$ cat src/rtl/bbca_pkg.sv
package bbca_pkg;

  localparam int FRAME_WIDTH  = 256;
  localparam int FRAME_HEIGHT = 144;
  localparam int BOX_EDGE     = 2;
  localparam int CHANNELS     = 3;

  localparam int BOX_COLS = FRAME_WIDTH / BOX_EDGE;
  localparam int BOX_ROWS = FRAME_HEIGHT / BOX_EDGE;
  localparam int BOX_AREA = BOX_EDGE * BOX_EDGE;
  localparam bit BOXES_OK = (BOX_COLS >= 2) && (BOX_ROWS >= 2);

  localparam int PIX_W = 8;
  localparam int POS_W = 9;
  localparam int COL_W = $clog2(FRAME_WIDTH);
  localparam int ROW_W = $clog2(FRAME_HEIGHT);
  localparam int BOX_W = (BOX_EDGE > 1) ? $clog2(BOX_EDGE) : 1;

  localparam int BAND_DEPTH = (BOX_COLS > 1) ? BOX_COLS : 2;
  localparam int BAND_AW    = $clog2(BAND_DEPTH);

  localparam int SLOT_END = 2 * (BOX_COLS + BOX_ROWS) - 1;
  localparam int SLOT_W   = (SLOT_END > 1) ? $clog2(SLOT_END + 1) : 1;

  localparam int AREA_LOG  = $clog2(BOX_AREA);
  localparam int SUM_W     = PIX_W + AREA_LOG;
  localparam int DIV_SHIFT = SUM_W + AREA_LOG;
  localparam int DIV_MULT  = ((1 << DIV_SHIFT) + BOX_AREA - 1) / BOX_AREA;
  localparam int MULT_W    = DIV_SHIFT + 1;
  localparam int PROD_W    = SUM_W + MULT_W;

  localparam int ITEM_DEPTH = 4;
  localparam int ITEM_AW    = $clog2(ITEM_DEPTH);
  localparam int ITEM_CNT_W = $clog2(ITEM_DEPTH + 1);

  localparam int OUT_DEPTH = 8;
  localparam int OUT_AW    = $clog2(OUT_DEPTH);
  localparam int OUT_CNT_W = $clog2(OUT_DEPTH + 1);

  typedef enum logic [1:0] {
    KIND_NONE,
    KIND_BAND,
    KIND_LEFT,
    KIND_RIGHT
  } kind_t;

  typedef struct packed {
    logic [SUM_W-1:0] red;
    logic [SUM_W-1:0] green;
    logic [SUM_W-1:0] blue;
  } rgb_sum_t;

  localparam int RGB_SUM_W = CHANNELS * SUM_W;

  typedef struct packed {
    logic [POS_W-1:0] pos_a;
    logic [POS_W-1:0] pos_b;
    logic             dual;
    logic             fc_a;
    logic             fc_b;
  } slot_info_t;

  typedef struct packed {
    logic [PIX_W-1:0]   red;
    logic [PIX_W-1:0]   green;
    logic [PIX_W-1:0]   blue;
    logic [BAND_AW-1:0] band_idx;
    kind_t              kind;
    logic               seg_first;
    logic               seg_last;
    logic               row_first;
    logic               box_last;
    slot_info_t         slot;
  } item_t;

  typedef struct packed {
    logic [PIX_W-1:0] avg_red;
    logic [PIX_W-1:0] avg_green;
    logic [PIX_W-1:0] avg_blue;
    slot_info_t       slot;
  } box_res_t;

  // exact floor(x / BOX_AREA) for any x below 2**SUM_W
  function automatic logic [PIX_W-1:0] div_area(input logic [SUM_W-1:0] x);
    logic [PROD_W-1:0] p;
    p = PROD_W'(x) * PROD_W'(DIV_MULT);
    return p[DIV_SHIFT +: PIX_W];
  endfunction

endpackage

$ cat src/rtl/bbca_ram.sv
module bbca_ram #(
  parameter int WIDTH = 8,
  parameter int DEPTH = 2
) (
  input  logic                     clk,
  input  logic                     we,
  input  logic [$clog2(DEPTH)-1:0] waddr,
  input  logic [WIDTH-1:0]         wdata,
  input  logic                     re,
  input  logic [$clog2(DEPTH)-1:0] raddr,
  output logic [WIDTH-1:0]         rdata
);

  logic [WIDTH-1:0] mem [DEPTH];

  always_ff @(posedge clk) begin
    if (we) begin
      mem[waddr] <= wdata;
    end
    if (re) begin
      rdata <= mem[raddr];
    end
  end

endmodule

$ cat src/rtl/bbca_back.sv
module bbca_back import bbca_pkg::*; (
  input  logic                 clk,
  input  logic                 rst,
  input  logic                 q_valid,
  input  item_t                q_item,
  output logic                 q_pop,
  input  logic [OUT_CNT_W-1:0] res_count,
  output logic                 res_push,
  output box_res_t             res_data
);

  logic issue;
  logic [OUT_CNT_W:0] pending;

  rgb_sum_t seg, seg_next;

  logic               b_valid;
  rgb_sum_t           b_sum;
  kind_t              b_kind;
  logic               b_row_first;
  logic               b_box_last;
  logic [BAND_AW-1:0] b_idx;
  slot_info_t         b_slot;

  rgb_sum_t b_old, b_total;
  rgb_sum_t left_sum, right_sum;

  logic [RGB_SUM_W-1:0] ram_rdata;
  logic                 ram_re, ram_we;

  logic       c_valid;
  rgb_sum_t   c_total;
  slot_info_t c_slot;

  // results already on their way must still fit in the result queue
  assign pending = {1'b0, res_count} + (OUT_CNT_W + 1)'(b_valid && b_box_last)
                 + (OUT_CNT_W + 1)'(c_valid);
  assign issue   = q_valid && (pending < (OUT_CNT_W + 1)'(OUT_DEPTH));
  assign q_pop   = issue;

  // row segment of a box
  always_comb begin
    if (q_item.seg_first) begin
      seg_next.red   = SUM_W'(q_item.red);
      seg_next.green = SUM_W'(q_item.green);
      seg_next.blue  = SUM_W'(q_item.blue);
    end else begin
      seg_next.red   = seg.red + SUM_W'(q_item.red);
      seg_next.green = seg.green + SUM_W'(q_item.green);
      seg_next.blue  = seg.blue + SUM_W'(q_item.blue);
    end
  end

  assign ram_re = issue && q_item.seg_last && (q_item.kind == KIND_BAND);
  assign ram_we = b_valid && (b_kind == KIND_BAND);

  bbca_ram #(
    .WIDTH (RGB_SUM_W),
    .DEPTH (BAND_DEPTH)
  ) u_band_ram (
    .clk   (clk),
    .we    (ram_we),
    .waddr (b_idx),
    .wdata (b_total),
    .re    (ram_re),
    .raddr (q_item.band_idx),
    .rdata (ram_rdata)
  );

  always_ff @(posedge clk) begin
    if (issue) begin
      seg <= seg_next;
    end
    if (issue && q_item.seg_last) begin
      b_sum       <= seg_next;
      b_kind      <= q_item.kind;
      b_row_first <= q_item.row_first;
      b_box_last  <= q_item.box_last;
      b_idx       <= q_item.band_idx;
      b_slot      <= q_item.slot;
    end
  end

  // fold the segment into the box sum
  always_comb begin
    case (b_kind)
      KIND_BAND: b_old = ram_rdata;
      KIND_LEFT: b_old = left_sum;
      default:   b_old = right_sum;
    endcase
    if (b_row_first) begin
      b_total = b_sum;
    end else begin
      b_total.red   = b_old.red + b_sum.red;
      b_total.green = b_old.green + b_sum.green;
      b_total.blue  = b_old.blue + b_sum.blue;
    end
  end

  always_ff @(posedge clk) begin
    if (b_valid && (b_kind == KIND_LEFT)) begin
      left_sum <= b_total;
    end
    if (b_valid && (b_kind == KIND_RIGHT)) begin
      right_sum <= b_total;
    end
    if (b_valid && b_box_last) begin
      c_total <= b_total;
      c_slot  <= b_slot;
    end
  end

  always_ff @(posedge clk) begin
    if (rst) begin
      b_valid <= 1'b0;
      c_valid <= 1'b0;
    end else begin
      b_valid <= issue && q_item.seg_last;
      c_valid <= b_valid && b_box_last;
    end
  end

  assign res_push           = c_valid;
  assign res_data.avg_red   = div_area(c_total.red);
  assign res_data.avg_green = div_area(c_total.green);
  assign res_data.avg_blue  = div_area(c_total.blue);
  assign res_data.slot      = c_slot;

endmodule

$ cat config.mk
export PLATFORM = sky130hd
export DESIGN_NAME = bbca_back
export DESIGN_NICKNAME = d
export VERILOG_FILES = /design/src/rtl/bbca_pkg.sv /design/src/rtl/bbca_ram.sv /design/src/rtl/bbca_back.sv
export SDC_FILE = /design/constraint.sdc
export NUM_CORES = 2
export LEC_CHECK = 0
export BUFFER_PORTS_ARGS = -buffer_cell sky130_fd_sc_hd__buf_2
export CORE_MARGIN = 10
export CORE_UTILIZATION = 45
export CTS_CLUSTER_SIZE = 16
export DETAILED_ROUTE_END_ITERATION = 12
export GPL_ROUTABILITY_DRIVEN = 0
export PLACE_DENSITY_LB_ADDON = 0.3
export SLEW_MARGIN = 20
export SYNTH_ARGS = -nofsm -noshare
export SYNTH_HDL_FRONTEND = slang
export SYNTH_SLANG_ARGS = --single-unit
$ cat constraint.sdc
create_clock -name clk -period 12.67 [get_ports clk]
set_input_delay 1.267 -clock clk [delete_from_list [all_inputs] [get_ports clk]]
set_output_delay 1.267 -clock clk [all_outputs]
set_load 0.02 [all_outputs]
* After elaboration in Yosys (flattened, before gate mapping) *
Memories as Yosys holds them, arrays and structs flattened. A register that Yosys moved wholly into a read port is not among the register bits.
Cells that the tools add are included.

storage, ports and cells
  flip-flop bits (word level) = 205
  memories = 1
  logic and storage cells = 57
  output and inout bits = 47
  bits of input ports = 65
  bits in writable memories = 3,840

memory list
  name            words  bits a word  read ports  clocked after Yosys merged registers in  write ports  line            RTL
  u_band_ram.mem  128    30           1           1                                        1            bbca_ram.sv:14  logic [WIDTH-1:0] mem [DEPTH];

operators by class
  order comparisons = 1
  $add $sub $neg = 8
  reductions and logical operators = 7
  eq/ne operators = 4
  muxes and demuxes = 5

operators with widths
  kind                                                         number
  two-way mux 30 bit                                           2
  case mux 30 bit (2 select lines)                             1
  adder 10 bit                                                 3
  adder 10 x 8 -> 10 bit                                       3
  logical AND 1 bit                                            7
  adder 4 x 1 -> 5 bit                                         1
  adder 5 x 1 -> 5 bit                                         1
  less-than comparator 5 x 4 -> 1 bit (second input constant)  1
  == test 2 x 1 -> 1 bit (second input constant)               2
  == test 2 bit (second input constant)                        2
  two-way mux 1 bit                                            2

* Depth between registers and ports, before layout *
  word-level depth = 7
  gate-level depth with buffers = 15
  mapped depth without buffers = 13

* Cells and area by module *
From an unflattened synthesis, not the netlist that was laid out.

unflattened totals
  cells, all modules = 6,338
  area, all modules = 156,196.1 um^2

by module, submodules not included
  module     cells each  area an instance (um^2)  instances  seq. area each (um^2)
  bbca_ram   5,628       146,842.1                1          116,211.5
  bbca_back  710         9,354.0                  1          5,955.7

* Worst setup path before layout *
Ideal clock, no wire load.

  kind = register to register
  start = register b_kind[0]
  end = register c_total[26] in the netlist's numbering, data pin
  data required time = 11,421 ps
  library setup time = 1,249 ps
  setup slack = 3,353 ps
  cell stages (with the launch flop) = 16
  arrival time = 8,068 ps
  buffers on the path = 2
  clock period less this slack = 9,317 ps
  path through = edfxtp_1 inv_1 ha_1 clkbuf_1 clkbuf_1 a22oi_1 o21ai_0 ha_1 inv_1 fa_1 nor2b_1 o21a_1 o21a_1 o21a_1 nor3_1 o31ai_1

RTL lines
  item                      line              RTL
  start: declaration        bbca_back.sv:19   kind_t b_kind;
  start signal: assignment  bbca_back.sv:76   b_kind <= q_item.kind;
  end signal: assignment    bbca_back.sv:108  c_total <= b_total;
  end: declaration          bbca_back.sv:32   rgb_sum_t c_total;

==> impl_results.rst <==
.. list-table::
   :header-rows: 1

   * - Metric
     - Value
   * - Outcome
     - complete, no violations
   * - Total via count in the routed design
     - 79.72k
   * - Final ANT Viol Nets
     - 0
   * - Fraction of the mapped netlist area in compound gates
     - 3.826%
   * - Via count of the first global-routing pass
     - 78.86k
   * - Final net count
     - 8117
   * - Number of gates resized after CTS
     - 0
   * - Crit end category
     - register
   * - Critical Path Start Type
     - primary input
   * - Area added between synthesis and finish
     - 13.54%
   * - Initial DRC Count
     - 10.64k
   * - Proportion of total power due to net switching
     - 22.11%
   * - Busiest layer in global routing
     - met2
   * - Cell Area, Synth
     - 0.1569 mm^2
   * - RSZ-0062 raised after global routing
     - false
   * - Maximum buffer depth of the clock tree
     - 4
   * - Timing-limited maximum frequency
     - 174.7 MHz
   * - HPWL Detailed
     - 233.3 mm
   * - Final Slew Violations
     - 0
   * - Most used DFF post-synth
     - sky130_fd_sc_hd__edfxtp_1
   * - Classification of the worst setup path
     - primary input to register
   * - Count of maximum capacitance violations
     - 0
   * - Multi-input logic area
     - 0.03410 mm^2
   * - Row Count
     - 216
   * - Sw Pwr
     - 6.323 mW
   * - Dominant cell type by area after synthesis
     - sky130_fd_sc_hd__edfxtp_1
   * - Sequential cell area
     - 0.1222 mm^2
   * - Total clock sinks
     - 4069
   * - Met3 GRT Util
     - 4.407%
   * - CTS tree
     - done
   * - Data arrival at the endpoint of the critical path
     - 6.38 ns
   * - Number of buffers inserted by post-CTS setup repair
     - 0
   * - Average routed wire per standard cell
     - 32.73 um
   * - Portion of netlist area occupied by mux cells
     - 14.15%
   * - Std-Cell Core Area
     - 0.3467 mm^2
   * - Critical path data required time
     - 13.33 ns
   * - Slew margin rel.
     - 18.75%
   * - Combinational share of power
     - 6.0%
   * - Area share of xor/xnor cells in the synthesized design
     - 0.1172%
   * - Cell Pwr Density
     - 160.5 mW/mm^2
   * - Fraction of final layout cells with drive strength greater than 1
     - 21.64%
   * - Largest family of logic cells by synthesized area
     - multiplexers
   * - Leakage
     - 57.05 nW
   * - Mean number of vias per cell
     - 6.165
   * - Synth Register Bits
     - 4069
   * - Sequential element share of the synthesized area
     - 77.87%
   * - Delay of the slowest critical-path stage
     - 0.82 ns
   * - Number of buffers created by CTS
     - 410
   * - Total DRC errors in the routed layout
     - 0
   * - Most frequent cells after synthesis
     - sky130_fd_sc_hd__edfxtp_1 (4067), sky130_fd_sc_hd__mux2i_1 (752), sky130_fd_sc_hd__mux4_2 (630)
   * - Gate count after technology mapping
     - 7619
   * - Max VDD drop
     - 0.0001256 V
   * - Overall overflow remaining after global route
     - 0
   * - Effective utilization at floorplan
     - 45.25%
   * - Number of ports placed on the die boundary
     - 112
   * - Worst clock skew
     - 0.1023 ns
   * - Syn_area_per_cell
     - 20.59 um^2
   * - Clock-pin slew on the worst setup and hold paths
     - 0.06 ns
   * - Simple-gate portion of the synthesized area
     - 2.255%
   * - Met1 Resource Use GR
     - 30.37%
   * - Clock latency of the later-clocked register in the worst-skew pair
     - 0.98 ns
   * - Cell at the root of the clock tree
     - sky130_fd_sc_hd__clkbuf_16
   * - Post-synth EDFFs
     - 4067
   * - Number of fill cells in the layout
     - 26.84k
   * - Cell type with the highest occurrence count on the critical path
     - sky130_fd_sc_hd__buf_4
   * - Cell-by-cell listing of the critical path
     - buf_6 -> buf_4 -> nor2b_4 -> buf_4 -> buf_4 -> buf_4 -> a221oi_1 -> nand2_1 -> nand4_1 -> nand4b_1
   * - Adder-cell area share of the yosys netlist
     - 0.5152%
   * - Pre-antenna DRT Iters
     - 5
   * - Wirelength, routed
     - 423.3 mm
   * - Net count after synthesis
     - 7745
   * - H-tree Lvls
     - 5
   * - Setup total negative slack
     - 0 ns
   * - Post-synth top area share
     - 77.84%
   * - Master of the slowest instance on the critical path
     - sky130_fd_sc_hd__buf_4
   * - Clock Power Share
     - 41.0%
   * - Share of synthesized registers carrying an async set or reset
     - 0%
   * - Share of the clock period used by the worst path
     - 45.18%
   * - P_int
     - 22.27 mW
   * - IO Port Bufs
     - 111
   * - Die outline height
     - 610.5 um
   * - Clock period minus final worst setup slack
     - 5.724 ns
   * - Power share of the sequential group
     - 53.0%
   * - All-layer global routing usage
     - 22.05%
   * - Synth warn
     - 0
   * - Number of hold-slack violations in the final timing report
     - 0
   * - Distinct cell type count of the synthesized netlist
     - 56
   * - Grt met2 use
     - 35.36%
   * - Top cells by area in the synthesized netlist
     - sky130_fd_sc_hd__edfxtp_1 (78%), sky130_fd_sc_hd__mux4_2 (9.0%), sky130_fd_sc_hd__mux2i_1 (4.8%)
   * - Post-cts hold buffer count
     - 0
   * - Antenna violations before repair
     - 34
   * - Maximum number of pins on one net before global-route repair
     - 132
   * - CP max FO
     - 63
   * - Actual slew at the worst max-slew pin
     - 1.213 ns
   * - Wire length of the first global-routing pass
     - 596.1 mm
   * - X dimension of the die
     - 610.5 um
   * - Power, Total
     - 28.60 mW
   * - Most common cell in the netlist
     - sky130_fd_sc_hd__edfxtp_1
   * - Path type of the worst min-delay path
     - register to register
   * - Setup-violating endpoint count in the final report
     - 0
   * - Overall die area
     - 0.3727 mm^2
-- final timing paths --
kind	from	end	slack (ns)	depth (start not counted)
min reg2reg	b_slot[19]	res_data[19]	0.42	0
min	b_slot[19]	res_data[19]	0.42	0
max reg2reg	b_kind[1]	u_band_ram.mem[40][9]	7.14	12
max	q_item[31]	u_band_ram.rdata[28]	6.95	10
-- flip-flops by register name, summed over array words and instances, names as in the netlist, 21 cells and up --
| name | flops |
|---|---|
| c_total | 24 |
| u_band_ram.mem | 3840 |
| b_slot | 21 |
| u_band_ram.rdata | 30 |
| b_sum | 30 |
| right_sum | 30 |
| seg | 30 |
| res_data | 21 |
| left_sum | 30 |
-- metal layers --
metal,part of all wire (%),up-vias,routed length (um)
li1,-,32550,-
met1,39,42380,164800
met2,48,4114,202500
met3,9.5,675,40060
met4,3.7,8,15840
met5,0.013,-,57
-- critical path, delay by kind of cell --
kind	cells	cell delay, ns
simple gates	4	1.48
buf+inv	5	3.20
compound gates	1	0.14
-- kinds of logic (layout without fill, tap and decap cells) --
kind of cell / count (synthesis) / count (layout)
adders and majority gates: 61 / 61
DFF: 4069 / 4069
AOI/OAI and AO/OA: 841 / 841
buffers and inverters: 452 / 1166
other: 0 / 21
xor gates and xnor gates: 21 / 21
muxes: 1425 / 1425
and+or+nand+nor: 750 / 750
-- placed cells by master (no fill, tap or decap), drive strengths merged, types with 138 or more instances in the layout --
cell / netlist / final
mux2i: 752 / 752
nor2: 176 / 176
nand3: 138 / 138
clkinv: 0 / 213
nand2: 260 / 260
mux4: 630 / 630
a22oi: 390 / 390
buf: 200 / 382
clkbuf: 222 / 487
edfxtp: 4067 / 4067
-- area by class of cell --
cell class              count  share of cell area [%]
repair buffers            382                   1.666
well taps                4578                   3.215
clock inverters           267                   1.331
clock buffers             487                   5.970
inverters                  30                 0.06321
multi-input cells        3098                   19.14
diodes                     21                 0.02950
flip-flops and latches   4069                   68.58
-- power groups by stage --
stage | clock network, mW | logic (mW) | registers, mW
after floorplan | 0 | 0.935 | 15.6
after global placement | 0 | 1.65 | 15.4
after detailed placement | 0 | 1.71 | 15.4
after CTS | 11.9 | 1.71 | 15.2
after global routing | 12.5 | 1.80 | 15.2
final | 11.7 | 1.70 | 15.2
-- per-stage QoR --
stage / hold slack [ns] / cells / cell area, um^2 / utilization, % / setup WS, ns
after floorplan: 0.4003 / 7619 / 156900 / - / 3.353
after global placement: 0.4013 / 12140 / 164800 / 47.52 / 6.190
after detailed placement: 0.4045 / 12150 / 165000 / 47.59 / 6.109
after CTS: 0.4181 / 12910 / 178000 / 51.34 / 7.121
after global routing: 0.4218 / 12910 / 178100 / 51.36 / 6.790
final: 0.4167 / 12930 / 178100 / 51.37 / 6.946
(Power assumes the default switching activity.)
