===== src/rtl/bbca_pkg.sv =====
package bbca_pkg;

  localparam int FRAME_WIDTH  = 256;
  localparam int FRAME_HEIGHT = 144;
  localparam int BOX_EDGE     = 2;
  localparam int CHANNELS     = 3;

  localparam int BOX_COLS = FRAME_WIDTH / BOX_EDGE;
  localparam int BOX_ROWS = FRAME_HEIGHT / BOX_EDGE;
  localparam int BOX_AREA = BOX_EDGE * BOX_EDGE;
  localparam bit BOXES_OK = (BOX_COLS >= 2) && (BOX_ROWS >= 2);

  localparam int PIX_W = 8;
  localparam int POS_W = 9;
  localparam int COL_W = $clog2(FRAME_WIDTH);
  localparam int ROW_W = $clog2(FRAME_HEIGHT);
  localparam int BOX_W = (BOX_EDGE > 1) ? $clog2(BOX_EDGE) : 1;

  localparam int BAND_DEPTH = (BOX_COLS > 1) ? BOX_COLS : 2;
  localparam int BAND_AW    = $clog2(BAND_DEPTH);

  localparam int SLOT_END = 2 * (BOX_COLS + BOX_ROWS) - 1;
  localparam int SLOT_W   = (SLOT_END > 1) ? $clog2(SLOT_END + 1) : 1;

  localparam int AREA_LOG  = $clog2(BOX_AREA);
  localparam int SUM_W     = PIX_W + AREA_LOG;
  localparam int DIV_SHIFT = SUM_W + AREA_LOG;
  localparam int DIV_MULT  = ((1 << DIV_SHIFT) + BOX_AREA - 1) / BOX_AREA;
  localparam int MULT_W    = DIV_SHIFT + 1;
  localparam int PROD_W    = SUM_W + MULT_W;

  localparam int ITEM_DEPTH = 4;
  localparam int ITEM_AW    = $clog2(ITEM_DEPTH);
  localparam int ITEM_CNT_W = $clog2(ITEM_DEPTH + 1);

  localparam int OUT_DEPTH = 8;
  localparam int OUT_AW    = $clog2(OUT_DEPTH);
  localparam int OUT_CNT_W = $clog2(OUT_DEPTH + 1);

  typedef enum logic [1:0] {
    KIND_NONE,
    KIND_BAND,
    KIND_LEFT,
    KIND_RIGHT
  } kind_t;

  typedef struct packed {
    logic [SUM_W-1:0] red;
    logic [SUM_W-1:0] green;
    logic [SUM_W-1:0] blue;
  } rgb_sum_t;

  localparam int RGB_SUM_W = CHANNELS * SUM_W;

  typedef struct packed {
    logic [POS_W-1:0] pos_a;
    logic [POS_W-1:0] pos_b;
    logic             dual;
    logic             fc_a;
    logic             fc_b;
  } slot_info_t;

  typedef struct packed {
    logic [PIX_W-1:0]   red;
    logic [PIX_W-1:0]   green;
    logic [PIX_W-1:0]   blue;
    logic [BAND_AW-1:0] band_idx;
    kind_t              kind;
    logic               seg_first;
    logic               seg_last;
    logic               row_first;
    logic               box_last;
    slot_info_t         slot;
  } item_t;

  typedef struct packed {
    logic [PIX_W-1:0] avg_red;
    logic [PIX_W-1:0] avg_green;
    logic [PIX_W-1:0] avg_blue;
    slot_info_t       slot;
  } box_res_t;

  // exact floor(x / BOX_AREA) for any x below 2**SUM_W
  function automatic logic [PIX_W-1:0] div_area(input logic [SUM_W-1:0] x);
    logic [PROD_W-1:0] p;
    p = PROD_W'(x) * PROD_W'(DIV_MULT);
    return p[DIV_SHIFT +: PIX_W];
  endfunction

endpackage


===== src/rtl/bbca_result_queue.sv =====
module bbca_result_queue import bbca_pkg::*; (
  input  logic                 clk,
  input  logic                 rst,
  input  logic                 push,
  input  box_res_t             push_data,
  output logic [OUT_CNT_W-1:0] count,
  input  logic                 pop,
  output logic                 empty,
  output logic [POS_W-1:0]     position_index,
  output logic [PIX_W-1:0]     avg_red,
  output logic [PIX_W-1:0]     avg_green,
  output logic [PIX_W-1:0]     avg_blue,
  output logic                 last_of_item,
  output logic                 frame_complete
);

  box_res_t          mem [OUT_DEPTH];
  logic [OUT_AW-1:0] wr_ptr, rd_ptr;
  logic              phase;
  box_res_t          head;
  logic              take, advance;

  assign head    = mem[rd_ptr];
  assign empty   = (count == '0);
  assign take    = pop && !empty;
  // a corner box leaves in two beats
  assign advance = take && (!head.slot.dual || phase);

  assign position_index = phase ? head.slot.pos_b : head.slot.pos_a;
  assign avg_red        = head.avg_red;
  assign avg_green      = head.avg_green;
  assign avg_blue       = head.avg_blue;
  assign last_of_item   = !head.slot.dual || phase;
  assign frame_complete = phase ? head.slot.fc_b : head.slot.fc_a;

  always_ff @(posedge clk) begin
    if (push) begin
      mem[wr_ptr] <= push_data;
    end
  end

  always_ff @(posedge clk) begin
    if (rst) begin
      wr_ptr <= '0;
      rd_ptr <= '0;
      count  <= '0;
      phase  <= 1'b0;
    end else begin
      if (push) begin
        wr_ptr <= wr_ptr + 1'b1;
      end
      if (advance) begin
        rd_ptr <= rd_ptr + 1'b1;
        phase  <= 1'b0;
      end else if (take) begin
        phase <= 1'b1;
      end
      count <= count + OUT_CNT_W'(push) - OUT_CNT_W'(advance);
    end
  end

endmodule


===== config.mk =====
export PLATFORM = sky130hd
export DESIGN_NAME = bbca_result_queue
export DESIGN_NICKNAME = d
export VERILOG_FILES = /design/src/rtl/bbca_pkg.sv /design/src/rtl/bbca_result_queue.sv
export SDC_FILE = /design/constraint.sdc
export NUM_CORES = 1
export LEC_CHECK = 0
export BUFFER_PORTS_ARGS = -buffer_cell sky130_fd_sc_hd__buf_2
export CAP_MARGIN = 0
export CORE_MARGIN = 4
export CORE_UTILIZATION = 29
export CTS_CLUSTER_SIZE = 28
export DETAILED_ROUTE_END_ITERATION = 16
export SYNTH_ARGS = -nofsm -noshare
export SYNTH_HDL_FRONTEND = slang
export SYNTH_SLANG_ARGS = --single-unit

===== constraint.sdc =====
create_clock -name clk -period 5.84 [get_ports clk]
set_input_delay 1.168 -clock clk [delete_from_list [all_inputs] [get_ports clk]]
set_output_delay 1.168 -clock clk [all_outputs]
set_load 0.02 [all_outputs]

Word-level counts from Yosys, hierarchy flattened

Memories as Yosys holds them, arrays and structs flattened. A register that Yosys moved wholly into a read port is not among the register bits.
Cells that the tools add are included.

$add $sub $neg: 4
Muxes and demuxes: 6
Reductions and logical operators: 7

Operator list:

| cell                  | count |
|---|---|
| $mux W9               | 1 |
| $add A3 B1 Y3 const B | 2 |
| $mux W3               | 2 |
| $add A4 B1 Y4         | 1 |
| $logic_not A4 Y1      | 1 |
| $sub A4 B1 Y4         | 1 |
| $mux W1               | 3 |
| $logic_and A1 B1 Y1   | 2 |
| $logic_not A1 Y1      | 2 |
| $reduce_or A2 Y1      | 1 |
| $logic_or A1 B1 Y1    | 1 |

Flip-flop bits (word level): 11
RAM bits: 360
Bits of input ports: 49
Logic and storage cells: 22
Memories: 1

Memories:

| memory | depth | width | read ports | clocked after memory_dff | write ports | RTL line                | text |
|---|---|---|---|---|---|---|---|
| mem    | 8     | 45    | 1          | 1                        | 1           | bbca_result_queue.sv:17 | `box_res_t mem [OUT_DEPTH];` |

Depth between registers and ports, before layout

Gate-level depths: netlist of run 1.

Depth after elaboration: 6
Depth in mapped cells: 13
Gate-level depth less buffers: 12

Least setup slack after synthesis of run 1

Ideal clock, no wire load.

Path type: input to register
From: in push
To: mem mem[0][0] (netlist name), enable pin
Library setup time: 0.503 ns
Arrival: 4.339 ns
Required time: 5.337 ns
Slack: 0.997 ns
Stages: 2
Buffers on the path: 0
Path through: nand2b_1 nor3_1

Word-level cells in the longest chain between the ends: 2

Ends and longest elaborated chain:

| element                       | RTL line                | text |
|---|---|---|
| start: declaration            | bbca_result_queue.sv:4  | `input logic push,` |
| $mux W1                       | bbca_result_queue.sv:37 | `if (push) begin` |
| $mux W1 (not written as such) | bbca_result_queue.sv:38 | `mem[wr_ptr] <= push_data;` |
| end: declaration              | bbca_result_queue.sv:17 |  |

No other way between the ends.

==> results of run 1 <==
cell families (layout without fill, tap and decap cells):
| group | Yosys count | count (layout) | synth area share (%) |
|---|---|---|---|
| simple gates | 44 | 44 | 1.69 |
| buf+inv | 32 | 175 | 1.35 |
| compound gates | 9 | 9 | 0.599 |
| fa+ha+maj | 8 | 8 | 0.747 |
| other cells | 0 | 2 | 0 |
| flops | 374 | 374 | 77.0 |
| mux | 127 | 127 | 18.4 |
| xor+xnor | 4 | 4 | 0.243 |
worst max-delay path, stage by stage, from the launching register on:
cell	delay (ns)
dfxtp_4	0.97
buf_12	0.38
mux4_2	0.56
mux2_2	0.29
buf_2	0.16
area by class of cell:
cell class	count	area (µm²)
fillers	4571	32100
flip-flops and latches	374	11100
multi-input cells	192	3180
clock buffers	42	1030
well taps	664	831
repair buffers	100	543
clock inverters	27	238
inverters	6	22.5
diodes	2	5.00
cell usage in the layout (no fill, tap or decap), types with 7 or more instances in the layout:
cell / count
edfxtp_1: 360
buf_2: 88
mux4_2: 70
clkbuf_16: 41
mux4_1: 29
mux2_2: 24
dfxtp_1: 11
buf_4: 11
clkinv_1: 10
nand2b_1: 7
nor2b_1: 7
ha_1: 7
clkinv_2: 7
power by group through the flow:
stage	combinational, mW	sequential, mW	clock, mW
after CTS	1.71	3.29	2.49
final	1.67	3.27	2.43
after detailed placement	1.70	3.34	0
after floorplan	1.41	3.14	0
after global placement	1.70	3.34	0
after global routing	1.79	3.30	2.60
cell usage after synthesis (3+ instances only):
| master | count |
|---|---|
| ha_1 | 7 |
| nand3_1 | 3 |
| mux2i_1 | 4 |
| xnor2_1 | 3 |
| nor2b_1 | 7 |
| clkbuf_1 | 7 |
| buf_1 | 4 |
| buf_4 | 4 |
| buf_6 | 5 |
| nor2_1 | 12 |
| nand2b_1 | 7 |
| nand2_1 | 4 |
| buf_2 | 5 |
| mux4_1 | 29 |
| dfxtp_1 | 14 |
| mux4_2 | 70 |
| mux2_2 | 24 |
| nand3b_1 | 3 |
| edfxtp_1 | 360 |
| inv_1 | 6 |
stage by stage:
stage	cell area, µm²	setup slack, ns	instances	util (%)
after global placement	15700	2.12	1336	32.0
final	16900	1.63	1407	34.5
after global routing	16900	1.41	1405	34.5
after floorplan	14400	0.997	598	-
after CTS	16900	1.54	1405	34.5
after detailed placement	15700	2.12	1336	32.0
routing by layer:
| metal | vias up | routed length (µm) | share of wire (%) |
|---|---|---|---|
| met4 | 10 | 681 | 2.3 |
| met3 | 55 | 1470 | 5.0 |
| met5 | - | 60 | 0.21 |
| li1 | 2793 | - | - |
| met1 | 3376 | 12700 | 44 |
| met2 | 125 | 14300 | 49 |
state kept, by name (all words and copies together), names as in the netlist, named ones only:
name    flops
rd_ptr      3
wr_ptr      3
mem       360
phase       1
count       4
worst max path at each step:
stage / start / slack (ns) / depth (start not counted) / to
floorplan: push / 1.0 / 2 / mem[0][0]$_DFFE_PP_
detailed placement: flip-flop / 2.12 / 11 / count[2]$_SDFF_PP0_
finish: flip-flop / 1.63 / 4 / avg_blue[0]
CTS: flip-flop / 1.54 / 4 / avg_blue[0]
global placement: flip-flop / 2.12 / 4 / avg_blue[0]
global route: flip-flop / 1.41 / 4 / avg_red[1]
==> metrics, run 1 <==
DRT Pass-1 Iters=5; Yosys top cell area share=around 75%; max-cap viol count=0; gpl congestion=between 0.6 and 0.7; Die Wd=roughly 230 µm; synth unique cells=36; Crit Path Max Fanout=54; FFs w/ async S/R, synth=0%; CTS root buf=clkbuf_16; fin. max-slew vios=0; crit path time final=~4.2 ns; core footprint=between 0.04 and 0.05 mm²; clock power share=32.9%; total CTS buffers=38; Clk pin slew, worst setup/hold paths=roughly 0.06 ns; drt drc=0; WP data arrival=about 3.1 ns; endpoints failing hold=0; hold path endpoint=wr_ptr[2]$_SDFFE_PP0P_; maximum vdd drop=0.197 mV; cts repair resizes=0; clock buffer depth=3; cts hold-fix bufs=0; internal power=5.36 mW; IO Pins=89; total power=between 7 and 8 mW; cell count after synthesis=approximately 600; post-synthesis sequential element count=around 370; CP Capture Type=output port; Routed WL per cell=20.7 µm; RSZ-0062 raised after global routing=no; CTS tree=built; Layout Area Growth over Synthesis=17.6%; synthesized area=0.0144 mm²; largest net degree at the start of global routing=55; EDFF count, synth=360; Total Wirelength=29200 µm; global route hottest layer=met2; Mean Syn Cell Area=between 20 and 25 µm²; Slew @ Worst Pin=1.08 ns; reg2reg end=count[2]$_SDFF_PP0_; vias in the first global route=6652; final hold slack=0.559 ns; switching part of the total=between 20% and 30%; met1 GRT Util=between 10 and 15%; number of H-tree levels=2; M2 GR Usage=between 15 and 20%; LEAKAGE=~5.4 nW; port bufs=between 80 and 90; nets@finish=around 770; first-pass GRT wire length=~44000 µm; DP HPWL=roughly 16000 µm; Synth Net Count=approximately 660; YS warnings=0; met3 usage=around 2.6%; Seq/Total Area, Yosys=77.0%; Final Cycle Share=between 70 and 80%; clk_lat worst skew=roughly 0.52 ns; Net Switching=around 2.0 mW; CTS sink cnt=374; outcome=finished, final reports clean; Std-Cell Rows=between 80 and 90; Logic pwr share=22.7%; Die H=~230 µm; Via Count=roughly 6400; Post-DRT Antenna Nets=0; largest cells by area after synthesis=edfxtp_1, mux4_2, mux4_1; Worst R2R Path Depth=11; setup violators final=0; clock skew=0.00940 ns; Post-CTS Setup Inserts=0; die area=about 0.053 mm²; Hold Crit Start=wr_ptr[2]$_SDFFE_PP0P_; GR Overflow Total=0; Hold Path Stages=2; GRT Overall Usage=a little over a tenth; Vias per Instance=4.52; initial antenna violation count=8; worst path required time=4.67 ns; DRT iter0 DRCs=~550; CP startpoint kind=flip-flop; Worst R2R Setup Slack=roughly 2.1 ns; top_reg_cell synth=edfxtp_1; Yosys top cell by area=edfxtp_1; Cell Pwr Density=roughly 430 mW/mm²; Initial Util=29.4%; WS Path Type=reg2out; share of layout cells above drive strength 1=35.8%; Seq pwr share=between 40% and 50%; Max Fclk=between 200 and 250 MHz; Hold WC Path Type=reg2reg; slew margin rel.=between 20% and 30%; Fin Setup TNS=0 ns
No activity file was read; power rests on OpenSTA's default activity.
==> run 2: changes to the inputs <==
==> constraint.sdc (replaced) <==
create_clock -name clk -period 3.5 [get_ports clk]
set_input_delay 0.7 -clock clk [delete_from_list [all_inputs] [get_ports clk]]
set_output_delay 0.7 -clock clk [all_outputs]
set_load 0.02 [all_outputs]
==> metrics, run 2 (synthesis gave the netlist of run 1 again) <==
outcome=finished, final reports clean; clk_lat worst skew=roughly 0.55 ns; WS Path Type=reg2out; reg2reg end=count[2]$_SDFF_PP0_; Worst R2R Setup Slack=around 0.60 ns; GR Overflow Total=0; vias in the first global route=6824; Max Fclk=~300 MHz; Die Wd=around 230 µm; Vias per Instance=~4.5; CTS root buf=clkbuf_16; WP data arrival=about 2.6 ns; Hold Crit Start=push_data[11]; fin. max-slew vios=0; Crit Path Max Fanout=37; top flop regs=mem (360), count (4); CTS tree=built; die area=~0.053 mm²; slew margin rel.=61.9%; LEAKAGE=5.42 nW; Die H=~230 µm; Initial Util=roughly 29%; most frequent cells in the layout=edfxtp_1, buf_2, mux4_2; largest net degree at the start of global routing=46; WP buf/inv=2; Slew @ Worst Pin=approximately 0.57 ns; met2 routed WL=about 14000 µm; IO Pins=89; Clk pin slew, worst setup/hold paths=approximately 0.06 ns; Worst R2R Path Depth=10; cts hold-fix bufs=0; FILL cells=4581; Hold Path Stages=1; endpoints failing hold=0; core footprint=between 0.04 and 0.05 mm²; cell family with most CP delay=multiplexers; Routed WL per cell=20.6 µm; CTS sink cnt=374; GRT Overall Usage=between 10 and 15%; share of layout cells above drive strength 1=a little over a third; CP startpoint kind=flip-flop; Total Wirelength=29300 µm; wire length on met1=roughly 13000 µm; port bufs=88; Cell Pwr Density=about 720 mW/mm²; crit path time final=3.29 ns; CP Capture Type=output port; DRT Pass-1 Iters=4; Multi-input gate area=between 0.003 and 0.004 mm²; Fin Setup TNS=0 ns; DRT iter0 DRCs=about 440; Final Cycle Share=between 90% and 100%; initial antenna violation count=3; Via Count=6434; register name with the most flops=mem; commonest non-fill, non-tap cell in the layout=edfxtp_1; max-cap viol count=0; max FFs per register=between 300 and 400; total CTS buffers=41; drt drc=0; slowest stage cell on the critical path=dfxtp_4; Std-Cell Rows=a little over 80; CP peak stage delay=~0.7 ns; clock buffer depth=3; first-pass GRT wire length=44500 µm; worst path required time=~2.8 ns; hold path endpoint=mem[6][11]$_DFFE_PP_; nets@finish=788; top sig layer=met5; RSZ-0062 raised after global routing=no; clock skew=0.0154 ns; number of H-tree levels=2; fin util=a little over a third; met3 WL=~1300 µm; Seq. cell area=between 0.01 and 0.015 mm²; diode count=0; setup violators final=0; DP HPWL=15700 µm; Layout Area Growth over Synthesis=18.5%; Hold WC Path Type=in2reg; Post-DRT Antenna Nets=0; maximum vdd drop=0.297 mV; gpl congestion=0.667; CP cell instances=buf_6 -> mux4_1 -> mux4_2 -> buf_2
[run 2: cell count changes in the layout (fill, tap and decap cells not counted), moves of 3 or more]
cell        delta
buf_4          +8
buf_12         +6
inv_6          +3
clkinv_1       -4
bufinv_16      -4
clkbuf_1      +12
clkinvlp_4     -5
[run 2: layer usage]
layer  vias up  GRT usage (%)
met2       123           18.2
met5         -              0
met1      3422           14.8
li1       2832              -
met3        53           2.42
met4         4           3.83
[run 2: how the worst max path moves through the flow]
stage               cells after the start                   to  slack (ns)
global placement                        4          avg_blue[6]        0.57
floorplan                               2  mem[2][0]$_DFFE_PP_        0.33
detailed placement                     10  count[2]$_SDFF_PP0_        0.54
finish                                  4    position_index[0]        0.21
CTS                                     4    position_index[2]       0.008
global route                            4       frame_complete        0.07
[run 2: timing repair]
| action | 4_1_cts | 5_1_grt |
|---|---|---|
| gates resized for setup | 2 | 0 |
| cloned | 0 | 0 |
| buffers inserted | 0 | 7 |
| endpoints found under the hold margin | 0 | 0 |
| endpoints found under the setup margin | 11 | 3 |
| pin swaps | 0 | 0 |
[run 2: final cells by class]
| cell class | count | share of cell area [%] |
|---|---|---|
| well taps | 664 | 4.86 |
| inverters | 6 | 0.132 |
| repair buffers | 116 | 4.37 |
| clock buffers | 54 | 6.29 |
| clock inverters | 18 | 0.674 |
| multi-input cells | 192 | 18.7 |
| flip-flops and latches | 374 | 65.0 |
[run 2: where the power goes]
group / internal (mW) / switching, mW / total (mW)
clock: 2.18 / 1.70 / 3.88
sequential: 5.08 / 0.134 / 5.21
combinational: 1.56 / 1.61 / 3.16
total: 8.81 / 3.44 / 12.3
[run 2: metrics by stage]
stage	setup slack (ns)	power, mW	hold WS (ns)	area, µm²	std cells
CTS	0.00846	12.4	0.367	17000	1417
floorplan	0.332	7.58	0.492	14400	598
global placement	0.574	8.47	0.519	15800	1345
finish	0.207	12.3	0.406	17100	1424
global route	0.0715	12.9	0.392	17100	1424
detailed placement	0.543	8.49	0.519	15800	1345
