$ cat src/rtl/bbca_pkg.sv
package bbca_pkg;

  localparam int FRAME_WIDTH  = 256;
  localparam int FRAME_HEIGHT = 144;
  localparam int BOX_EDGE     = 2;
  localparam int CHANNELS     = 3;

  localparam int BOX_COLS = FRAME_WIDTH / BOX_EDGE;
  localparam int BOX_ROWS = FRAME_HEIGHT / BOX_EDGE;
  localparam int BOX_AREA = BOX_EDGE * BOX_EDGE;
  localparam bit BOXES_OK = (BOX_COLS >= 2) && (BOX_ROWS >= 2);

  localparam int PIX_W = 8;
  localparam int POS_W = 9;
  localparam int COL_W = $clog2(FRAME_WIDTH);
  localparam int ROW_W = $clog2(FRAME_HEIGHT);
  localparam int BOX_W = (BOX_EDGE > 1) ? $clog2(BOX_EDGE) : 1;

  localparam int BAND_DEPTH = (BOX_COLS > 1) ? BOX_COLS : 2;
  localparam int BAND_AW    = $clog2(BAND_DEPTH);

  localparam int SLOT_END = 2 * (BOX_COLS + BOX_ROWS) - 1;
  localparam int SLOT_W   = (SLOT_END > 1) ? $clog2(SLOT_END + 1) : 1;

  localparam int AREA_LOG  = $clog2(BOX_AREA);
  localparam int SUM_W     = PIX_W + AREA_LOG;
  localparam int DIV_SHIFT = SUM_W + AREA_LOG;
  localparam int DIV_MULT  = ((1 << DIV_SHIFT) + BOX_AREA - 1) / BOX_AREA;
  localparam int MULT_W    = DIV_SHIFT + 1;
  localparam int PROD_W    = SUM_W + MULT_W;

  localparam int ITEM_DEPTH = 4;
  localparam int ITEM_AW    = $clog2(ITEM_DEPTH);
  localparam int ITEM_CNT_W = $clog2(ITEM_DEPTH + 1);

  localparam int OUT_DEPTH = 8;
  localparam int OUT_AW    = $clog2(OUT_DEPTH);
  localparam int OUT_CNT_W = $clog2(OUT_DEPTH + 1);

  typedef enum logic [1:0] {
    KIND_NONE,
    KIND_BAND,
    KIND_LEFT,
    KIND_RIGHT
  } kind_t;

  typedef struct packed {
    logic [SUM_W-1:0] red;
    logic [SUM_W-1:0] green;
    logic [SUM_W-1:0] blue;
  } rgb_sum_t;

  localparam int RGB_SUM_W = CHANNELS * SUM_W;

  typedef struct packed {
    logic [POS_W-1:0] pos_a;
    logic [POS_W-1:0] pos_b;
    logic             dual;
    logic             fc_a;
    logic             fc_b;
  } slot_info_t;

  typedef struct packed {
    logic [PIX_W-1:0]   red;
    logic [PIX_W-1:0]   green;
    logic [PIX_W-1:0]   blue;
    logic [BAND_AW-1:0] band_idx;
    kind_t              kind;
    logic               seg_first;
    logic               seg_last;
    logic               row_first;
    logic               box_last;
    slot_info_t         slot;
  } item_t;

  typedef struct packed {
    logic [PIX_W-1:0] avg_red;
    logic [PIX_W-1:0] avg_green;
    logic [PIX_W-1:0] avg_blue;
    slot_info_t       slot;
  } box_res_t;

  // exact floor(x / BOX_AREA) for any x below 2**SUM_W
  function automatic logic [PIX_W-1:0] div_area(input logic [SUM_W-1:0] x);
    logic [PROD_W-1:0] p;
    p = PROD_W'(x) * PROD_W'(DIV_MULT);
    return p[DIV_SHIFT +: PIX_W];
  endfunction

endpackage

$ cat src/rtl/bbca_front.sv
module bbca_front import bbca_pkg::*; (
  input  logic             clk,
  input  logic             rst,
  input  logic             push,
  input  logic             full,
  input  logic [PIX_W-1:0] pixel_red,
  input  logic [PIX_W-1:0] pixel_green,
  input  logic [PIX_W-1:0] pixel_blue,
  input  logic             start_of_frame,
  output logic             enq,
  output item_t            item
);

  logic [COL_W-1:0] col, col_next, cur_col;
  logic [ROW_W-1:0] row, row_next, cur_row;
  logic [BOX_W-1:0] cx, cx_next, cur_cx;
  logic [BOX_W-1:0] ry, ry_next, cur_ry;
  logic [COL_W-1:0] bi, bi_next, cur_bi;
  logic [ROW_W-1:0] bj, bj_next, cur_bj;

  logic accept;
  logic in_box;
  logic is_top, is_bot, is_left, is_right;
  kind_t kind;
  logic [SLOT_W-1:0] s_bot, s_left, s_top, s_right, s_a, s_b;
  logic dual;

  assign accept = push && !full;

  always_comb begin
    cur_col = start_of_frame ? '0 : col;
    cur_row = start_of_frame ? '0 : row;
    cur_cx  = start_of_frame ? '0 : cx;
    cur_ry  = start_of_frame ? '0 : ry;
    cur_bi  = start_of_frame ? '0 : bi;
    cur_bj  = start_of_frame ? '0 : bj;

    col_next = col;
    row_next = row;
    cx_next  = cx;
    ry_next  = ry;
    bi_next  = bi;
    bj_next  = bj;
    if (accept) begin
      row_next = cur_row;
      ry_next  = cur_ry;
      bj_next  = cur_bj;
      if (cur_col == COL_W'(FRAME_WIDTH - 1)) begin
        col_next = '0;
        cx_next  = '0;
        bi_next  = '0;
        if (cur_row == ROW_W'(FRAME_HEIGHT - 1)) begin
          row_next = '0;
          ry_next  = '0;
          bj_next  = '0;
        end else begin
          row_next = cur_row + 1'b1;
          if (cur_ry == BOX_W'(BOX_EDGE - 1)) begin
            ry_next = '0;
            bj_next = cur_bj + 1'b1;
          end else begin
            ry_next = cur_ry + 1'b1;
          end
        end
      end else begin
        col_next = cur_col + 1'b1;
        if (cur_cx == BOX_W'(BOX_EDGE - 1)) begin
          cx_next = '0;
          bi_next = cur_bi + 1'b1;
        end else begin
          cx_next = cur_cx + 1'b1;
          bi_next = cur_bi;
        end
      end
    end
  end

  always_ff @(posedge clk) begin
    if (rst) begin
      col <= '0;
      row <= '0;
      cx  <= '0;
      ry  <= '0;
      bi  <= '0;
      bj  <= '0;
    end else begin
      col <= col_next;
      row <= row_next;
      cx  <= cx_next;
      ry  <= ry_next;
      bi  <= bi_next;
      bj  <= bj_next;
    end
  end

  // classify the pixel by its box
  always_comb begin
    in_box = ({1'b0, cur_bi} < (COL_W + 1)'(BOX_COLS))
          && ({1'b0, cur_bj} < (ROW_W + 1)'(BOX_ROWS));
    is_top   = (cur_bj == '0);
    is_bot   = (cur_bj == ROW_W'(BOX_ROWS - 1));
    is_left  = (cur_bi == '0);
    is_right = (cur_bi == COL_W'(BOX_COLS - 1));

    if (is_top || is_bot) begin
      kind = KIND_BAND;
    end else if (is_left) begin
      kind = KIND_LEFT;
    end else if (is_right) begin
      kind = KIND_RIGHT;
    end else begin
      kind = KIND_NONE;
    end

    s_bot   = SLOT_W'(BOX_COLS - 1) - SLOT_W'(cur_bi);
    s_left  = SLOT_W'(BOX_COLS + BOX_ROWS - 1) - SLOT_W'(cur_bj);
    s_top   = SLOT_W'(BOX_COLS + BOX_ROWS) + SLOT_W'(cur_bi);
    s_right = SLOT_W'(2 * BOX_COLS + BOX_ROWS) + SLOT_W'(cur_bj);

    // slots in ascending clockwise order, first two that apply
    if (is_bot) begin
      s_a  = s_bot;
      s_b  = is_left ? s_left : s_right;
      dual = is_left || is_right;
    end else if (is_left) begin
      s_a  = s_left;
      s_b  = s_top;
      dual = is_top;
    end else if (is_top) begin
      s_a  = s_top;
      s_b  = s_right;
      dual = is_right;
    end else begin
      s_a  = s_right;
      s_b  = s_right;
      dual = 1'b0;
    end

    enq = accept && BOXES_OK && in_box && (kind != KIND_NONE);

    item.red        = pixel_red;
    item.green      = pixel_green;
    item.blue       = pixel_blue;
    item.band_idx   = BAND_AW'(cur_bi);
    item.kind       = kind;
    item.seg_first  = (cur_cx == '0);
    item.seg_last   = (cur_cx == BOX_W'(BOX_EDGE - 1));
    item.row_first  = (cur_ry == '0);
    item.box_last   = (cur_cx == BOX_W'(BOX_EDGE - 1)) && (cur_ry == BOX_W'(BOX_EDGE - 1));
    item.slot.pos_a = POS_W'(s_a);
    item.slot.pos_b = POS_W'(s_b);
    item.slot.dual  = dual;
    item.slot.fc_a  = (s_a == SLOT_W'(SLOT_END));
    item.slot.fc_b  = (s_b == SLOT_W'(SLOT_END));
  end

endmodule

$ cat config.mk
export PLATFORM = sky130hd
export DESIGN_NAME = bbca_front
export DESIGN_NICKNAME = d
export VERILOG_FILES = /design/src/rtl/bbca_pkg.sv /design/src/rtl/bbca_front.sv
export SDC_FILE = /design/constraint.sdc
export NUM_CORES = 1
export LEC_CHECK = 0
export BUFFER_PORTS_ARGS = -buffer_cell sky130_fd_sc_hd__buf_2
export CORE_ASPECT_RATIO = 0.6
export CORE_MARGIN = 2
export CORE_UTILIZATION = 25
export CTS_CLUSTER_DIAMETER = 100
export DETAILED_ROUTE_END_ITERATION = 12
export PLACE_DENSITY = 0.47
export REMOVE_ABC_BUFFERS = 1
export SLEW_MARGIN = 0
export SYNTH_ARGS = -nofsm -noshare
export SYNTH_HDL_FRONTEND = slang
export SYNTH_SLANG_ARGS = --single-unit
$ cat constraint.sdc
create_clock -name clk -period 8 [get_ports clk]
set_clock_uncertainty 0.2 [all_clocks]
set_input_delay 0.8 -clock clk [delete_from_list [all_inputs] [get_ports clk]]
set_output_delay 0.8 -clock clk [all_outputs]
set_load 0.03 [all_outputs]
; ---- Yosys cells after proc, flatten, opt, wreduce, memory -nomap -nowiden
; Cells that the tools add are included.
; Widths: inputs -> output; s select.
[totals]
input_bits = 29
wordCells = 68
register_bits = 34
output_inout_bits = 59
[op_classes]
reduce_logical = 11
bitwise_logic = 2
order_cmp = 2
mux = 31
addsub = 10
n_eq_ne = 6
[op_table]
columns = operator, count
row1 = $mux 8, 12
row2 = $mux 9, 6
row3 = $add 8x1->8 const B, 4
row4 = $eq 9x9->1 const B, 2
row5 = $eq 8x7->1 const B, 2
row6 = $eq 8x8->1 const B, 2
row7 = $logic_not 8->1, 2
row8 = $mux 1, 10
row9 = $add 8x8->9 const A, 1
row10 = $add 9x8->9 const A, 1
row11 = $sub 7x8->9 const A, 1
row12 = $sub 8x8->9 const A, 1
row13 = $lt 8x7->1 const B, 1
row14 = $lt 8x8->1 const B, 1
row15 = $mux 2, 3
row16 = $logic_and 1x1->1, 5
row17 = $add 1x1->1 const B, 2
row18 = $logic_or 1x1->1, 2
row19 = $not 1->1, 2
row20 = $reduce_bool 2->1, 1
row21 = $logic_not 1->1, 1

; ---- Depth between registers and ports, before layout
; Gate-level depths: netlist of run 1.
[logic_depth]
word_depth = 7
mapped_depth = 15

; ---- Worst setup path before layout of run 1
; OpenSTA, ideal clock, no wires.
[synth_timing]
kind = input to output
start = in start_of_frame
end = out item[1] (netlist bit)
setup_slack_ps = 2776
arrival_ps = 4224
path_buffers = 1
path_stages = 10
cell_sequence = buf_2 > clkinv_1 > nand2_1 > ha_1 > nor4b_2 > a221oi_1 > o211ai_1 > a22oi_1 > nand4_1 > nor4_2
[synth_rtl]
columns = element, line
row1 = "start, declared", bbca_front.sv:9  ; input logic start_of_frame,
row2 = "end, declared", bbca_front.sv:11  ; output item_t item

==> results of run 1 <==
==> worst max path at each step <==
stage                               from       to  slack (ns)  cells after the start
after detailed placement  start_of_frame  item[1]        2.46                     11
after CTS                 start_of_frame  item[1]        2.47                     11
after global routing      start_of_frame  item[1]        2.00                     11
after floorplan           start_of_frame  item[1]        2.82                      9
final                     start_of_frame  item[1]        2.36                     11
after global placement    start_of_frame  item[1]        2.67                     11
==> cell usage after synthesis (all sizes together) (3+ instances only) <==
cell type,n
or3,5
nand2b,3
nand3,18
nand4,7
a31oi,5
a32oi,5
nor2,48
o211ai,4
nor3b,3
o21ai,31
a41oi,3
nor3,12
a311oi,4
clkbuf,18
a22oi,12
and2,3
nand3b,4
ha,6
nor4,8
xnor2,6
inv,11
a211oi,4
a21oi,39
dfxtp,34
buf,41
nor2b,18
nand2,44
==> flip-flops by register name (all words and copies together), names as in the netlist <==
register / cells
row: 8
col: 8
bj: 8
ry: 1
bi: 8
cx: 1
==> cell type report <==
type / instances / area [µm²]
fillers: 1271 / 8210
multi-input cells: 321 / 1890
flip-flops and latches: 34 / 681
repair buffers: 41 / 210
well taps: 160 / 200
clock buffers: 8 / 166
inverters: 12 / 45.0
==> kinds of logic after synthesis <==
group                      count (synthesis)  synth area share, %
muxes                                      1                0.338
AOI/OAI and AO/OA                        123                 26.2
DFF                                       34                 23.0
and+or+nand+nor                          182                 32.2
buffers and inverters                     71                 13.0
xor gates and xnor gates                   8                 2.37
adders and majority gates                  7                 2.87
==> worst min-delay path, cell delays in order (launching register included) <==
cell	delay, ns
dfxtp_1	0.32
a21oi_1	0.06
nor2_1	0.07
==> placed cells by master (no fill, tap or decap), types with 2 or more instances in the layout <==
master	Yosys	routed
nor2_1	48	48
a41oi_1	3	3
o21ai_0	31	31
nor3_2	3	3
buf_2	8	39
nor3_1	9	9
a22oi_1	12	12
a211o_1	2	2
xnor2_1	6	6
dfxtp_1	34	34
nor4_1	6	6
buf_4	27	2
ha_1	6	6
nand3b_1	4	4
a21oi_1	39	39
a32oi_1	5	5
inv_1	11	11
nand2b_1	3	3
a21o_1	2	2
a311o_1	2	2
or3_1	4	4
a22o_1	2	2
a211oi_1	4	4
clkbuf_8	0	3
nand3_1	17	17
clkbuf_16	0	5
and3_1	2	2
a31oi_1	5	5
xor2_1	2	2
nand2_1	44	44
o211ai_1	4	4
nor2b_1	18	18
a311oi_1	4	4
nor3b_1	3	3
nand4_1	7	7
and2_1	3	3
==> metal layers <==
metal | up-vias | part of all wire [%] | global-route usage (%) | wire [µm]
met1 | 1490 | 53 | 26.1 | 5380
met3 | 9 | 10 | 6.66 | 1060
met2 | 133 | 36 | 19.3 | 3700
met5 | - | 0 | 0 | 0
li1 | 1484 | - | - | -
met4 | 0 | 0.72 | 2.74 | 73
==> power groups by stage <==
stage               sequential [mW]  combinational [mW]  clock, mW
floorplan                     0.175              0.0153          0
global placement              0.175              0.0294          0
detailed placement            0.175              0.0298          0
CTS                           0.171              0.0298      0.225
global route                  0.171              0.0333      0.235
finish                        0.171              0.0299      0.217
==> per-stage QoR <==
stage / setup WS (ns) / area, µm² / hold WS (ns) / cells / util [%]
floorplan: 2.82 / 2620 / 0.234 / 367 / -
global placement: 2.67 / 3030 / 0.266 / 568 / 26.6
detailed placement: 2.46 / 3030 / 0.265 / 568 / 26.6
CTS: 2.47 / 3200 / 0.282 / 576 / 28.0
global route: 2.00 / 3200 / 0.309 / 576 / 28.0
finish: 2.36 / 3200 / 0.280 / 576 / 28.0
==> metrics.cfg, run 1 <==
[floorplanning]
initial_utilization_pct = 25.9
coreArea_um2 = 11400
dieArea_um2 = 12800
pin_count = 88
chipHeight_um = 88.3
rows = 30
fp.dieW_um = 144

[pwr]
ir_drop_v = 0.0000659
p_leak_nw = 1.11
p_sw_mw = 0.100
p_seq_share_pct = 41.0
power_frac_clock_pct = 51.9
total_power_mw = 0.418
p_int_mw = 0.318
pwr-share-comb_pct = 7.1
power.density_nw_per_um2 = 131
sw_frac_of_total_pct = 23.9

[flow_run]
cap_violations = 0

[cts]
clockBufferDepth = 2
post-cts-setup-buffer-count = 0
cts_repair_resize_count = 0
htreeDepth = 2
cts_tree = yes
clk_pin_slew_ns = 0.06
cts_sinks = 34
clk_latency_ns = 0.28
cts_made_buffers = 5
ctsHoldBuffers = 0
cts_root_buf = clkbuf_16

[logic_synthesis]
syn_area_um2 = 2960
synth.avg_cell_area_um2 = 6.95
synth_top_flop_cell = dfxtp_1
async_flop_share_pct = 0
ys_seq_elements = 34
syn_inst = 426
yosysTopAreaCell = dfxtp_1
synth_edf_count = 0
ys_warn_count = 0
synth.area.top_cells = dfxtp_1, buf_4, a21oi_1
yosysSeqAreaShare_pct = 23.0
synthDistinctLibCells = 59
synth_top_cell_area_share_pct = 23.0

[route]
dr.pass1.iters = 5
vias = 3116
routed_via_density = 5.41
wirelength_um = 10200
dr.first_iter.drc_count = 323
ant_nets = 0
wire_per_inst_um = 17.7
drc_errors = 0

[worst_hold_path]
hp-class = register to register
hold_start = col[0]$_SDFFE_PP0P_
hold_depth = 2
whs_endpoint = col[0]$_SDFFE_PP0P_

[placement]
routabilityCongestion = 0.949
dp.final_hpwl_um = 7410
io_buffer_count = 39

[worst_setup_path]
timing.rr.end = bj[5]$_SDFFE_PP0P_
reg2reg_depth = 8
crit_buf_inv = 3
crit_fanout = 45
path_cells = buf_2 > clkinv_1 > nand2_1 > ha_1 > nor4b_2 > and2_1 > a32oi_1 > a22oi_1 > nand4_1 > nor4_2 > buf_2
critPathTopFamily = buffers and inverters
criticalPathCategory = input port to primary output
critPathArrivalTime_ns = 4.64
crit_path_end_kind = primary output
path_common_cell = buf_2
worstReg2RegStart = col[0]$_SDFFE_PP0P_
slowest_delay_ns = 0.77
worst_ep_required_time_ns = 7.00
startpoint_type = input port
rrSetupSlack_ns = 4.90
crit_slowest_cell = clkinv_1

[global_routing]
antenna_found_initial = 0
grt_max_degree = 46
grt_pass1_vias = 2776
grt_first_pass_wirelength_um = 15800
grt_overflow = 0
grt_usage_pct = 16.3

[sta]
rsz0062_at_grt = no
slew_headroom_pct = 25.8
fin_crit_sh_pct = 70.5
setup_viol = 0
fmax_ghz = 0.177
slew_violations = 0
worst_slew_pin_slew_ns = 1.10
fin_setup_tns_ns = 0
fin_crit_ns = 5.64
hold_viol_final = 0

[final_layout]
drive_above_1_share_pct = 14.7
syn_to_final_growth_pct = 7.99
antenna_cells = 0
nNetsFinal = 450

[outcome]
status = completed

Power figures use the tool's default switching activity.
==> run 2, diff against run 1 <==
--- a/config.mk
+++ b/config.mk
@@ -11,7 +11,7 @@
 export CORE_UTILIZATION = 25
 export CTS_CLUSTER_DIAMETER = 100
 export DETAILED_ROUTE_END_ITERATION = 12
-export PLACE_DENSITY = 0.47
+export PLACE_DENSITY = 0.48
 export REMOVE_ABC_BUFFERS = 1
 export SLEW_MARGIN = 0
 export SYNTH_ARGS = -nofsm -noshare
==> constraint.sdc (replaced) <==
create_clock -name clk -period 4.7 [get_ports clk]
set_clock_uncertainty 0.2 [all_clocks]
set_input_delay 0.47 -clock clk [delete_from_list [all_inputs] [get_ports clk]]
set_output_delay 0.47 -clock clk [all_outputs]
set_load 0.03 [all_outputs]
==> run 2 against run 1 <==
Against the previous run: total power is 60% higher; worst hold slack got worse by 0.0044 ns; global-route usage fell by 0.52 points; setup slack worse by 1.8 ns; die area unchanged; critical endpoint unchanged.
==> metrics.cfg, run 2 (synthesis gave the netlist of run 1 again) <==
[worst_setup_path]
reg2reg_depth = 8
crit_slowest_cell = nor3b_1
critPathTopFamily = simple AND/OR/NAND/NOR gates
path_cells = buf_2 > nor2_1 > inv_1 > ha_1 > nor3b_1 > a22o_1 > o21ai_0 > a211oi_1 > nand4_1 > nor4_2 > buf_2
crit_buf_inv = 3
critPathArrivalTime_ns = 3.44
startpoint_type = input port
path_common_cell = buf_2
criticalPathCategory = input port to primary output
crit_fanout = 21
slowest_delay_ns = 0.66
cp.depth = 11
crit_path_end_kind = primary output
worst_ep_required_time_ns = 4.03

[route]
wire_per_inst_um = 17.2
drc_errors = 0
ant_nets = 0
dr.first_iter.drc_count = 222
dr.pass1.iters = 4
wirelength_um = 9910
routed_via_density = 5.42
vias = 3127

[sta]
rsz0062_at_grt = no
fmax_ghz = 0.243
slew_violations = 0
hold_viol_final = 0
fin_crit_sh_pct = 87.4
setup_viol = 0
fin_crit_ns = 4.11
slew_headroom_pct = 34.2
fin_setup_tns_ns = 0
worst_slew_pin_slew_ns = 0.978

[final_layout]
final_common_cell = nor2_1
fin_cells = 577
drive_above_1_share_pct = 14.9
nNetsFinal = 453
final_cell_mix = nor2_1, nand2_1, a21oi_1, buf_2, dfxtp_1
syn_to_final_growth_pct = 7.82
antenna_cells = 0

[cts]
clockBufferDepth = 2
cts_root_buf = clkbuf_16
post-cts-setup-buffer-count = 0
cts_sinks = 34
cts_made_buffers = 5
ctsHoldBuffers = 0
clk_pin_slew_ns = 0.05
cts_tree = yes
htreeDepth = 2
clk_latency_ns = 0.28
cts_repair_resize_count = 0

[global_routing]
grt_max_degree = 35
grt_pass1_vias = 2881
antenna_found_initial = 0
grt_overflow = 0
grt_usage_pct = 15.7
grt_first_pass_wirelength_um = 15600

[worst_hold_path]
hold_depth = 2
hp-class = register to register

[outcome]
status = completed

[floorplanning]
coreArea_um2 = 11400
dieArea_um2 = 12800
chipHeight_um = 88.3
pin_count = 88
fp.dieW_um = 144
initial_utilization_pct = 25.9
rows = 30

[pwr]
p_leak_nw = 1.11
power.density_nw_per_um2 = 209
ir_drop_v = 0.000116

[flow_run]
cap_violations = 0

[placement]
dp_cells = 571
dp.final_hpwl_um = 7400
io_buffer_count = 39
routabilityCongestion = 0.911

==> run 2: path summary, 6_finish.rpt <==
kind,startpoint,endpoint,slack [ns]
max,start_of_frame,item[1],0.59
min,col[0]$_SDFFE_PP0P_,col[0]$_SDFFE_PP0P_,0.28
max reg2reg,col[0]$_SDFFE_PP0P_,bj[5]$_SDFFE_PP0P_,1.74
min reg2reg,col[0]$_SDFFE_PP0P_,col[0]$_SDFFE_PP0P_,0.28
==> run 2: layer usage <==
| metal | part of all wire, % | vias up | global-route usage, % |
|---|---|---|---|
| li1 | - | 1492 | - |
| met1 | 54 | 1501 | 25.4 |
| met2 | 37 | 127 | 19.6 |
| met3 | 9.2 | 7 | 5.63 |
| met4 | 0.54 | 0 | 2.03 |
| met5 | 0 | - | 0 |
==> run 2: per-stage QoR <==
stage / worst slack [ns] / hold slack [ns] / utilization [%] / instance area, µm² / total power, mW
2_1_floorplan: 0.178 / 0.234 / - / 2620 / 0.323
3_3_place_gp: 0.825 / 0.260 / 26.8 / 3050 / 0.349
3_5_place_dp: 0.709 / 0.270 / 26.8 / 3050 / 0.350
4_1_cts: 0.685 / 0.282 / 28.0 / 3190 / 0.678
5_1_grt: 0.434 / 0.308 / 28.0 / 3190 / 0.697
6_report: 0.591 / 0.275 / 28.0 / 3190 / 0.668
==> run 2: layout make-up <==
cell class / instances / area, µm²
sequential: 34 / 681
timing repair buffer: 44 / 233
fill: 1301 / 8220
multi-input combinational: 321 / 1890
clock buffer: 6 / 139
inverter: 12 / 45.0
tap: 160 / 200
==> run 2: worst register-to-register path, stage by stage, from the launching register on <==
cell     delay, ns
dfxtp_1       0.31
nor2b_1       0.28
ha_1          0.29
nand3_2       0.15
nor3_1        0.78
a21oi_1       0.35
a21o_1        0.25
a21oi_1       0.17
nor2_1        0.05
==> run 2: power by group <==
| group | internal [mW] | total, mW | switching [mW] |
|---|---|---|---|
| logic | 0.0129 | 0.0524 | 0.0395 |
| clock network | 0.205 | 0.324 | 0.119 |
| registers | 0.290 | 0.292 | 0.00186 |
| total | 0.507 | 0.668 | 0.160 |
